[config.mk]
export PLATFORM = sky130hd
export DESIGN_NAME = dhmt_step_mix
export DESIGN_NICKNAME = d
export VERILOG_FILES = /design/src/hdl/dhmt_pkg.sv /design/src/hdl/dhmt_step_mix.sv
export SDC_FILE = /design/constraint.sdc
export NUM_CORES = 1
export LEC_CHECK = 0
export BUFFER_PORTS_ARGS = -buffer_cell sky130_fd_sc_hd__buf_2
export CAP_MARGIN = 0
export CELL_PAD_IN_SITES_DETAIL_PLACEMENT = 1
export CELL_PAD_IN_SITES_GLOBAL_PLACEMENT = 2
export CORE_MARGIN = 4
export CORE_UTILIZATION = 25
export CTS_CLUSTER_SIZE = 40
export DETAILED_ROUTE_END_ITERATION = 16
export GPL_ROUTABILITY_DRIVEN = 0
export PLACE_DENSITY_LB_ADDON = 0.08
export RECOVER_POWER = 25
export SETUP_SLACK_MARGIN = 0.3
export SYNTH_ARGS = -nofsm -noshare
export SYNTH_HDL_FRONTEND = slang
export SYNTH_SLANG_ARGS = --single-unit
[constraint.sdc]
create_clock -name clk_i -period 3.3 [get_ports clk_i]
set_clock_uncertainty 0.15 [all_clocks]
set_input_delay 0.165 -clock clk_i [delete_from_list [all_inputs] [get_ports clk_i]]
set_output_delay 0.165 -clock clk_i [all_outputs]
set_load 0.01 [all_outputs]
[src/hdl/dhmt_pkg.sv]
// shared types and constants for the double hashed key/value table
// no dependencies

package dhmt_pkg;

  localparam int unsigned SIZE_W     = 4;
  localparam int unsigned OP_W       = 2;
  localparam int unsigned KEY_W      = 32;
  localparam int unsigned HASH_W     = 32;
  localparam int unsigned TAG_W      = 8;
  localparam int unsigned VAL_W      = 24;
  localparam int unsigned RES_W      = 3;

  localparam int unsigned MIN_LOG2   = 2;
  localparam int unsigned SIZE_RESET = 8;

  // load limit: full when live plus tombstones reaches num/den of slots
  localparam int unsigned LOAD_NUM   = 3;
  localparam int unsigned LOAD_DEN   = 4;

  localparam logic [OP_W-1:0] OP_ADD    = 2'd0;
  localparam logic [OP_W-1:0] OP_FIND   = 2'd1;
  localparam logic [OP_W-1:0] OP_REMOVE = 2'd2;

  typedef enum logic [1:0] {
    ST_EMPTY = 2'd0,
    ST_LIVE  = 2'd1,
    ST_TOMB  = 2'd2
  } slot_state_e;

  typedef enum logic [RES_W-1:0] {
    RES_ADDED    = 3'd0,
    RES_DUP      = 3'd1,
    RES_FOUND    = 3'd2,
    RES_NOTFOUND = 3'd3,
    RES_REMOVED  = 3'd4,
    RES_FULL     = 3'd5
  } result_e;

  typedef struct packed {
    logic        rd_en;
    logic        st_we;
    logic        dt_we;
    slot_state_e st_wdata;
  } slot_ctl_t;

endpackage

[src/hdl/dhmt_step_mix.sv]
// probe step generator: shift, add and xor mix of the key hash, forced odd
// depends on dhmt_pkg

module dhmt_step_mix #(
  parameter int unsigned IDX_W = 8
) (
  input  logic                        clk_i,
  input  logic                        ld_i,
  input  logic [dhmt_pkg::HASH_W-1:0] hash_i,
  output logic [IDX_W-1:0]            jump_o
);
  import dhmt_pkg::*;

  localparam int unsigned SH_A = 23;
  localparam int unsigned SH_B = 12;
  localparam int unsigned SH_C = 7;
  localparam int unsigned SH_D = 2;
  localparam int unsigned SH_E = 20;

  logic [HASH_W-1:0] h1, h2, h3, h4, h5;
  logic [IDX_W-1:0]  jump_q;

  always_comb begin
    h1 = ~hash_i + (hash_i >> SH_A);
    h2 = h1 ^ (h1 << SH_B);
    h3 = h2 ^ (h2 >> SH_C);
    h4 = h3 ^ (h3 << SH_D);
    h5 = h4 ^ (h4 >> SH_E);
  end

  always_ff @(posedge clk_i) begin
    if (ld_i) begin
      jump_q <= h5[IDX_W-1:0] | IDX_W'(1);
    end
  end

  assign jump_o = jump_q;

endmodule

==> results.toml, run 1 <==
[clocking]
clock_sinks = 7
cts-root-buf = "clkbuf_8"
cts_tree = "yes"
cts.clk_slew.worst_paths_ns = 0.04
cts_buffers = 3
clockBufferDepth = 2
postCtsSetupRepairBufs = 0
cts.hold.buffers_added = 0
htree_levels = 1

[power]
power_density_mw_per_mm2 = 455
peakVddDrop_mv = 0.360
p_int_w = 0.000553
power_leakage_nw = 0.751
p_sw_share_pct = 38.0
power.switching_w = 0.000339
p_seq_share_pct = 20.6
clkPwrFrac_pct = 13.2
power_frac_comb_pct = 66.2

[synthesis]
syn_area_sq_mm = 0.00160
synthArstFlopShare_pct = 0
yosysTopAreaCellShare_pct = 25.7
ys.flop_type = "edfxtp_1"
netlist_instances = 185
synth_top_area_cell = "xnor2_1"
syn_avg_cell_area_sq_um = 8.66
syn_nets = 229
synth_seq_cells = 7
synth_edf_count = 7
synth_cell_types = 50
yosysSeqAreaShare_pct = 13.1
netlist_top_cells_area = "xnor2_1 26%, edfxtp_1 13%, ha_1 7.0%"
yosys_warnings = 0

[min_path]
hold_depth = 1
min_to = "jump_o[7]"
hp-start = "ld_i"
holdCritPathClass = "input port to flip-flop"

[global_route]
grt_pass1_vias = 1559
overflow = 0
grt_use_total_pct = 13.4
grt_max_degree = 10
grt_antenna_before_repair = 0
grt_pass1_wl_mm = 7.95

[setup_path]
crit_path_end_kind = "flip-flop"
cp_data_arrival_time_ns = 2.64
worstPathRequired_ns = 3.10
crit_fanout = 4
path_cells = "buf_2 > ha_1 > inv_1 > fa_1 > nand2b_1 > a21oi_4 > o211ai_2 > buf_4 > a21oi_2 > xnor2_1 > xnor3_2 > xor2_1"
critPathMaxStageDelay_ns = 0.48
slowest_stage = "xnor3_2"
worstSetupPathType = "input port to flip-flop"
start_kind = "input port"

[drt]
route.vias.total = 1403
wl_per_cell_um = 16.8
drtIter0Drc = 38
dr.pass1.iters = 4
drtAntennaViolNets = 0
totalWireLength_mm = 5.06
drcViolationCount = 0
vias_per_cell = 4.66

[floorplan]
ioPinCount = 42
coreArea_sq_mm = 0.00606
fp.dieH_um = 88.1
initial_core_util_pct = 26.4
die_w_um = 88.1
rows = 28
dieArea_sq_mm = 0.00776

[layout]
nets = 271
stdcell_area_sq_mm = 0.00196
n_antenna_cell = 0
largest_register_ffs = 7
area_growth_pct = 22.3
fillCellCount = 743
drive_gt1_share_pct = 30.1

[run_status]
outcome = "finished, final reports clean"

[timing]
tns_ns = 0
rsz0062_at_grt = "no"
setup_slack_ns = 0.461
slew_viol_final = 0
hold_viol_final = 0
fin_crit_sh_pct = 86.0
slew_headroom_pct = 65.4
period_minus_slack_ns = 2.84
max_slew.worst_pin.slew_ns = 0.515
setup_viol = 0
max_freq_ghz = 0.352
fin_hold_ws_ns = 0.199

[placement]
dp_slack_ns = 0.111
dpl.hpwl_mm = 4.53
io_buffers = 40
placed_area_sq_mm = 0.00188

[flow_run]
maxCapViolations = 0
[power groups by stage]
stage / clock (W) / combinational [W] / sequential (W)
after global routing: 0.000126 / 0.000650 / 0.000187
final: 0.000118 / 0.000591 / 0.000184
after floorplan: 0 / 0.000409 / 0.000215
after global placement: 0 / 0.000588 / 0.000186
after CTS: 0.000122 / 0.000598 / 0.000185
after detailed placement: 0 / 0.000595 / 0.000186
[worst max-delay path by stage]
stage | from | endpoint | cells after the start
after floorplan | hash_i[0] | jump_o[4] | 12
after global placement | hash_i[23] | jump_o[4] | 12
after detailed placement | hash_i[23] | jump_o[4] | 12
after CTS | hash_i[23] | jump_o[4] | 12
after global routing | hash_i[23] | jump_o[4] | 12
final | hash_i[23] | jump_o[4] | 12
[synthesized netlist by cell type, drive strengths merged (2+ instances only)]
library cell	instances
xnor2	49
nor2	15
inv	12
nor3	12
a21oi	11
ha	9
edfxtp	7
buf	6
nor4	6
o21ai	6
xor2	6
nand2	5
or3	5
a21o	3
nand2b	3
nand3	3
o211ai	3
xnor3	3
a2111oi	2
mux2i	2
o31a	2
[per-layer routing]
layer	track usage (%)	share of wire (%)	up-vias
li1	-	-	728
met1	16.4	44	654
met2	25.8	53	19
met3	0.564	2.1	2
met4	2.88	0.53	0
met5	0	0	-
[per-stage QoR]
step	total power [W]	instances	util [%]
floorplan	0.000624	185	-
global placement	0.000775	297	31.0
detailed placement	0.000781	297	31.0
CTS	0.000904	301	31.8
global route	0.000963	301	32.3
finish	0.000892	301	32.3
[worst max-delay path: cells and delay by family]
family                     cells  cell delay (ns)
AOI/OAI and AO/OA              3             0.49
xor gates and xnor gates       3             0.80
adders and majority gates      2             0.59
buffers and inverters          3             0.39
and+or+nand+nor                1             0.21
[cell usage in the layout, fill, tap and decap left out, types with 2 or more instances in the layout]
cell type / n
xnor2_1: 46
edfxtp_1: 7
nor3_2: 3
buf_2: 39
or3_1: 4
xnor3_1: 2
clkbuf_1: 2
clkbuf_8: 3
nor4_1: 5
inv_1: 12
o211ai_1: 2
a21oi_1: 8
ha_1: 9
nor2_1: 14
nand2_1: 5
nand2b_1: 3
nand3_1: 3
buf_4: 3
o21ai_0: 4
o31a_1: 2
nor3_1: 9
xnor2_2: 3
a21oi_2: 2
xor2_1: 6
mux2i_2: 2
a21o_1: 3
[cells by family after synthesis]
kind of cell,count (synthesis),share of synthesized area [%]
AND/OR/NAND/NOR,54,19.5
AO/OA/AOI/OAI,35,16.9
multiplexers,2,1.48
adder cells (fa/ha/maj),10,8.27
other,1,0.234
XOR/XNOR,58,35.3
flip-flops,7,13.1
buffers and inverters,18,5.23
[layout make-up]
class	instances	area (sq um)	area share [%]
tap	75	93.8	4.79
inverter	12	45.0	2.30
multi-input combinational	160	1350	68.6
sequential	7	210	10.7
timing repair buffer	43	221	11.3
clock buffer	4	45.0	2.30
[timing repair]
| action | 4_1_cts | 5_1_grt |
|---|---|---|
| endpoints found under the setup margin | 0 | 4 |
| resized for setup | 0 | 5 |
| hold endpoints to repair | 0 | 0 |
Note: power is estimated with default switching activity, not from simulation.
==> run 2: changes to the inputs <==
CORE_UTILIZATION = 31   (was 25)
==> run 2 against run 1 <==
Worst hold slack got worse by 0.010 ns. Fmax about the same. Sequential share of layout area increased by 0.19 points. Via count increased by 4.8%. Cell area decreased by 1.7%. Power increased by 0.72%. Non-clock buffer count unchanged. Core utilization increased by 7.1 points. Routed wire length decreased by 1.2%. Die area decreased by 18%. First-iteration DRC count increased by 21%. Largest power group unchanged.
==> results.toml, run 2 (same netlist as run 1, synthesis figures left out) <==
[run_status]
outcome = "finished, final reports clean"

[clocking]
clockBufferDepth = 2
clock_sinks = 7
postCtsSetupRepairBufs = 0
cts-root-buf = "clkbuf_8"
cts_tree = "yes"
cts_buffers = 3
htree_levels = 1
cts.clk_slew.worst_paths_ns = 0.04

[floorplan]
initial_core_util_pct = 32.8
ioPinCount = 42
dieArea_sq_mm = 0.00638
coreArea_sq_mm = 0.00488
die_w_um = 79.9
rows = 25
fp.dieH_um = 79.9

[placement]
io_buffers = 40
dpl.hpwl_mm = 4.44
placed_cells = 289
placed_area_sq_mm = 0.00187

[setup_path]
start_kind = "input port"
crit_fanout = 4
crit_path_end_kind = "flip-flop"
cp_data_arrival_time_ns = 2.65
path_buf_inv = 3
slowest_stage = "fa_1"
cp_top_family = "compound AO/OA/AOI/OAI gates"
critPathMaxStageDelay_ns = 0.40
worstSetupPathType = "input port to flip-flop"
cp_common_cell = "xnor2_1"
path_cells = "buf_2 > ha_1 > inv_1 > fa_1 > nand2b_1 > a21oi_2 > buf_4 > o211ai_1 > a31o_2 > a22o_1 > xnor2_1 > xnor2_1 > xnor2_1"
worstPathRequired_ns = 3.11

[power]
peakVddDrop_mv = 0.229
p_total_w = 0.000898
power_density_mw_per_mm2 = 466
power_leakage_nw = 0.750

[layout]
largest_register_ffs = 7
drive_gt1_share_pct = 29.6
fillCellCount = 617
n_antenna_cell = 0
final_cell_mix = "46 x xnor2_1, 39 x buf_2, 14 x nor2_1"
final_core_util_pct = 39.5
nets = 271
fin_cells = 293
area_growth_pct = 20.2
stdcell_area_sq_mm = 0.00193
layout.cells.most_common = "xnor2_1"

[min_path]
hp-start = "ld_i"
holdCritPathClass = "input port to flip-flop"
min_to = "jump_o[6]"
hold_depth = 1

[timing]
tns_ns = 0
setup_viol = 0
slew_viol_final = 0
period_minus_slack_ns = 2.84
max_freq_ghz = 0.352
fin_crit_sh_pct = 86.1
hold_viol_final = 0
rsz0062_at_grt = "yes"

[flow_run]
maxCapViolations = 0

[global_route]
overflow = 0
grt_pass1_vias = 1565
grt_antenna_before_repair = 0
grt_max_degree = 10
grt_use_total_pct = 15.9
grt_pass1_wl_mm = 8.06

[drt]
vias_per_cell = 5.02
drcViolationCount = 0
totalWireLength_mm = 5.00
wl_per_cell_um = 17.1
route.vias.total = 1471
dr.pass1.iters = 4
drtIter0Drc = 46
drtAntennaViolNets = 0
-- run 2: per-layer routing --
| layer | track usage [%] | vias to the layer above | part of all wire [%] |
|---|---|---|---|
| met5 | 0 | - | 0 |
| met4 | 1.86 | 0 | 0.54 |
| met3 | 1.69 | 2 | 3.1 |
| met2 | 27.6 | 28 | 48 |
| met1 | 21.8 | 709 | 48 |
| li1 | - | 732 | - |
-- run 2: worst max path at each step --
| stage | start | slack (ns) | end | depth (start not counted) |
|---|---|---|---|---|
| global route | hash_i[23] | 0.30 | jump_o[2] | 13 |
| global placement | hash_i[23] | 0.25 | jump_o[4] | 12 |
| CTS | hash_i[23] | 0.34 | jump_o[4] | 12 |
| finish | hash_i[23] | 0.46 | jump_o[2] | 13 |
| detailed placement | hash_i[23] | 0.12 | jump_o[1] | 12 |
| floorplan | hash_i[0] | 0.42 | jump_o[4] | 12 |
-- run 2: layout make-up --
type	instances	area (sq um)	area share, %
flip-flops and latches	7	210	10.9
multi-input cells	160	1320	68.6
repair buffers	43	221	11.5
well taps	67	83.8	4.35
inverters	12	45.0	2.34
clock buffers	4	45.0	2.34
-- run 2: power by group --
group,internal [W],total [W],switching (W)
clock network,0.0000835,0.000119,0.0000356
registers,0.000175,0.000185,0.00000965
logic,0.000295,0.000594,0.000299
total,0.000554,0.000898,0.000344
-- run 2: timing repair --
item | in CTS | in global routing
endpoints found under the setup margin | 0 | 4
gates resized for setup | 0 | 2
hold buffers | 0 | 0
-- run 2: per-stage QoR --
step | hold slack, ns | worst slack, ns
2_1_floorplan | 0.127 | 0.423
3_3_place_gp | 0.337 | 0.251
3_5_place_dp | 0.340 | 0.124
4_1_cts | 0.110 | 0.337
5_1_grt | 0.201 | 0.296
6_report | 0.189 | 0.459
==> run 3: changes to the inputs <==
CORE_UTILIZATION = 32   (was 31)
CTS_BUF_LIST = sky130_fd_sc_hd__clkbuf_4 sky130_fd_sc_hd__clkbuf_8   (was not set)
clock period = 2.7 ns   (was 3.3 ns; I/O delays follow)
==> run 3 against run 2 <==
Cell area rose by 27%. First-iteration DRC count rose by 41%. Highest routed layer unchanged. Clock-buffer cell count did not move. Setup slack got worse by 0.29 ns. Non-clock buffer count rose by 33. Largest power group unchanged. Cell count rose by 11%. Global-route usage rose by 1.3 points. Flip-flop and latch count did not move. Largest cell class unchanged. Clock power rose by 34%. Combinational power rose by 51%. Core utilization rose by 11 points.
==> results.toml, run 3 (same netlist as run 1, synthesis figures left out) <==
[drt]
dr.pass1.iters = 4
route.vias.total = 1628
wl_per_cell_um = 17.0
drtIter0Drc = 65
drtAntennaViolNets = 0
drcViolationCount = 0
totalWireLength_mm = 5.56
vias_per_cell = 4.99

[setup_path]
start_kind = "input port"
path_buf_inv = 3
cp-startpoint = "hash_i[5]"
worstSetupPathType = "input port to flip-flop"
crit_path_end_kind = "flip-flop"
slowest_stage = "a2111o_1"
cp_data_arrival_time_ns = 2.36
worstPathRequired_ns = 2.53
cp_top_family = "compound AO/OA/AOI/OAI gates"
critPathMaxStageDelay_ns = 0.45
path_cells = "buf_2 > inv_2 > ha_4 > a21o_1 > a2111o_1 > o21ai_4 > nor2_2 > o32ai_2 > nand3_1 > xnor2_2 > buf_4 > xnor2_1"
crit_fanout = 4

[power]
power_frac_comb_pct = 70.0
p_sw_share_pct = 37.6
power_leakage_nw = 0.971
peakVddDrop_mv = 0.308
power_density_mw_per_mm2 = 525
clkPwrFrac_pct = 12.4
power.switching_w = 0.000482
p_seq_share_pct = 17.6
p_int_w = 0.000800

[timing]
period_minus_slack_ns = 2.53
fin_crit_sh_pct = 93.7
fin_hold_ws_ns = 0.165
setup_slack_ns = 0.171
hold_viol_final = 0
setup_viol = 0
slew_viol_final = 0
rsz0062_at_grt = "yes"
max_freq_ghz = 0.395

[layout]
layout.cells.most_common = "xnor2_1"
stdcell_area_sq_mm = 0.00244
drive_gt1_share_pct = 49.0
fillCellCount = 587
area_growth_pct = 52.2
nets = 304
largest_register_ffs = 7
n_antenna_cell = 0
final_cell_mix = "41 x xnor2_1, 36 x buf_2, 33 x buf_4"

[clocking]
cts_buffers = 3
clockBufferDepth = 2
clock_sinks = 7
cts.hold.buffers_added = 0
cts-root-buf = "clkbuf_8"
cts_tree = "yes"
cts.clk_slew.worst_paths_ns = 0.04
htree_levels = 1

[floorplan]
coreArea_sq_mm = 0.00479
dieArea_sq_mm = 0.00620
die_w_um = 78.8
initial_core_util_pct = 33.5
fp.dieH_um = 78.8
ioPinCount = 42
rows = 25

[global_route]
overflow = 0
grt_pass1_vias = 1690
grt_use_total_pct = 17.2
grt_max_degree = 10
grt_pass1_wl_mm = 8.24
grt_antenna_before_repair = 0

[placement]
placed_area_sq_mm = 0.00217
io_buffers = 40
dp_slack_ns = -0.166
dpl.hpwl_mm = 4.63

[flow_run]
maxCapViolations = 0

[min_path]
holdCritPathClass = "input port to flip-flop"
hold_depth = 1
min_to = "jump_o[4]"
hp-start = "ld_i"

[run_status]
outcome = "finished, final reports clean"
run 3: cell count changes in the layout (fill, tap and decap cells not counted), sizes merged:
cell | before | now
buf | 42 | 75
run 3: through the flow:
stage          total power, W  cells  util, %  setup TNS [ns]
6_report              0.00128    326     51.0               0
5_1_grt               0.00137    326     51.0               0
4_1_cts               0.00124    326     47.8               0
3_5_place_dp          0.00104    320     45.4          -0.741
3_3_place_gp          0.00102    320     45.4          -0.348
2_1_floorplan        0.000762    185        -               0
run 3: worst max-delay path by stage:
stage | to | slack [ns] | depth (start not counted)
final | jump_o[1] | 0.17 | 12
after floorplan | jump_o[1] | 0.15 | 12
after global placement | jump_o[1] | -0.09 | 14
after global routing | jump_o[3] | 0.1 | 12
after CTS | jump_o[4] | 0.22 | 14
after detailed placement | jump_o[4] | -0.17 | 14
run 3: what timing repair did:
action,in CTS,in global routing
cloned,0,0
endpoints found under the hold margin,0,0
pin swaps,10,19
setup endpoints to repair,7,7
buffers inserted,2,0
gates resized for setup,12,27
run 3: layout make-up:
type,count,area [sq um],share of cell area [%]
Multi-Input combinational cell,160,1530,62.6
Timing Repair Buffer,76,512,21.0
Sequential cell,7,210,8.62
Tap cell,67,83.8,3.44
Inverter,12,57.6,2.36
Clock buffer,4,48.8,2.00
run 3: power by group through the flow:
stage / Clock, W / Sequential (W) / Combinational (W)
2_1_floorplan: 0 / 0.000262 / 0.000499
3_3_place_gp: 0 / 0.000228 / 0.000787
3_5_place_dp: 0 / 0.000227 / 0.000808
4_1_cts: 0.000163 / 0.000227 / 0.000845
5_1_grt: 0.000173 / 0.000229 / 0.000964
6_report: 0.000159 / 0.000226 / 0.000898
run 3: per-layer routing:
metal | track usage (%) | share of wire [%] | vias to the layer above
met5 | 0 | 0 | -
met4 | 3.67 | 0.76 | 0
met3 | 0.907 | 2.4 | 3
met2 | 34.6 | 56 | 35
met1 | 19.6 | 41 | 792
li1 | - | - | 798
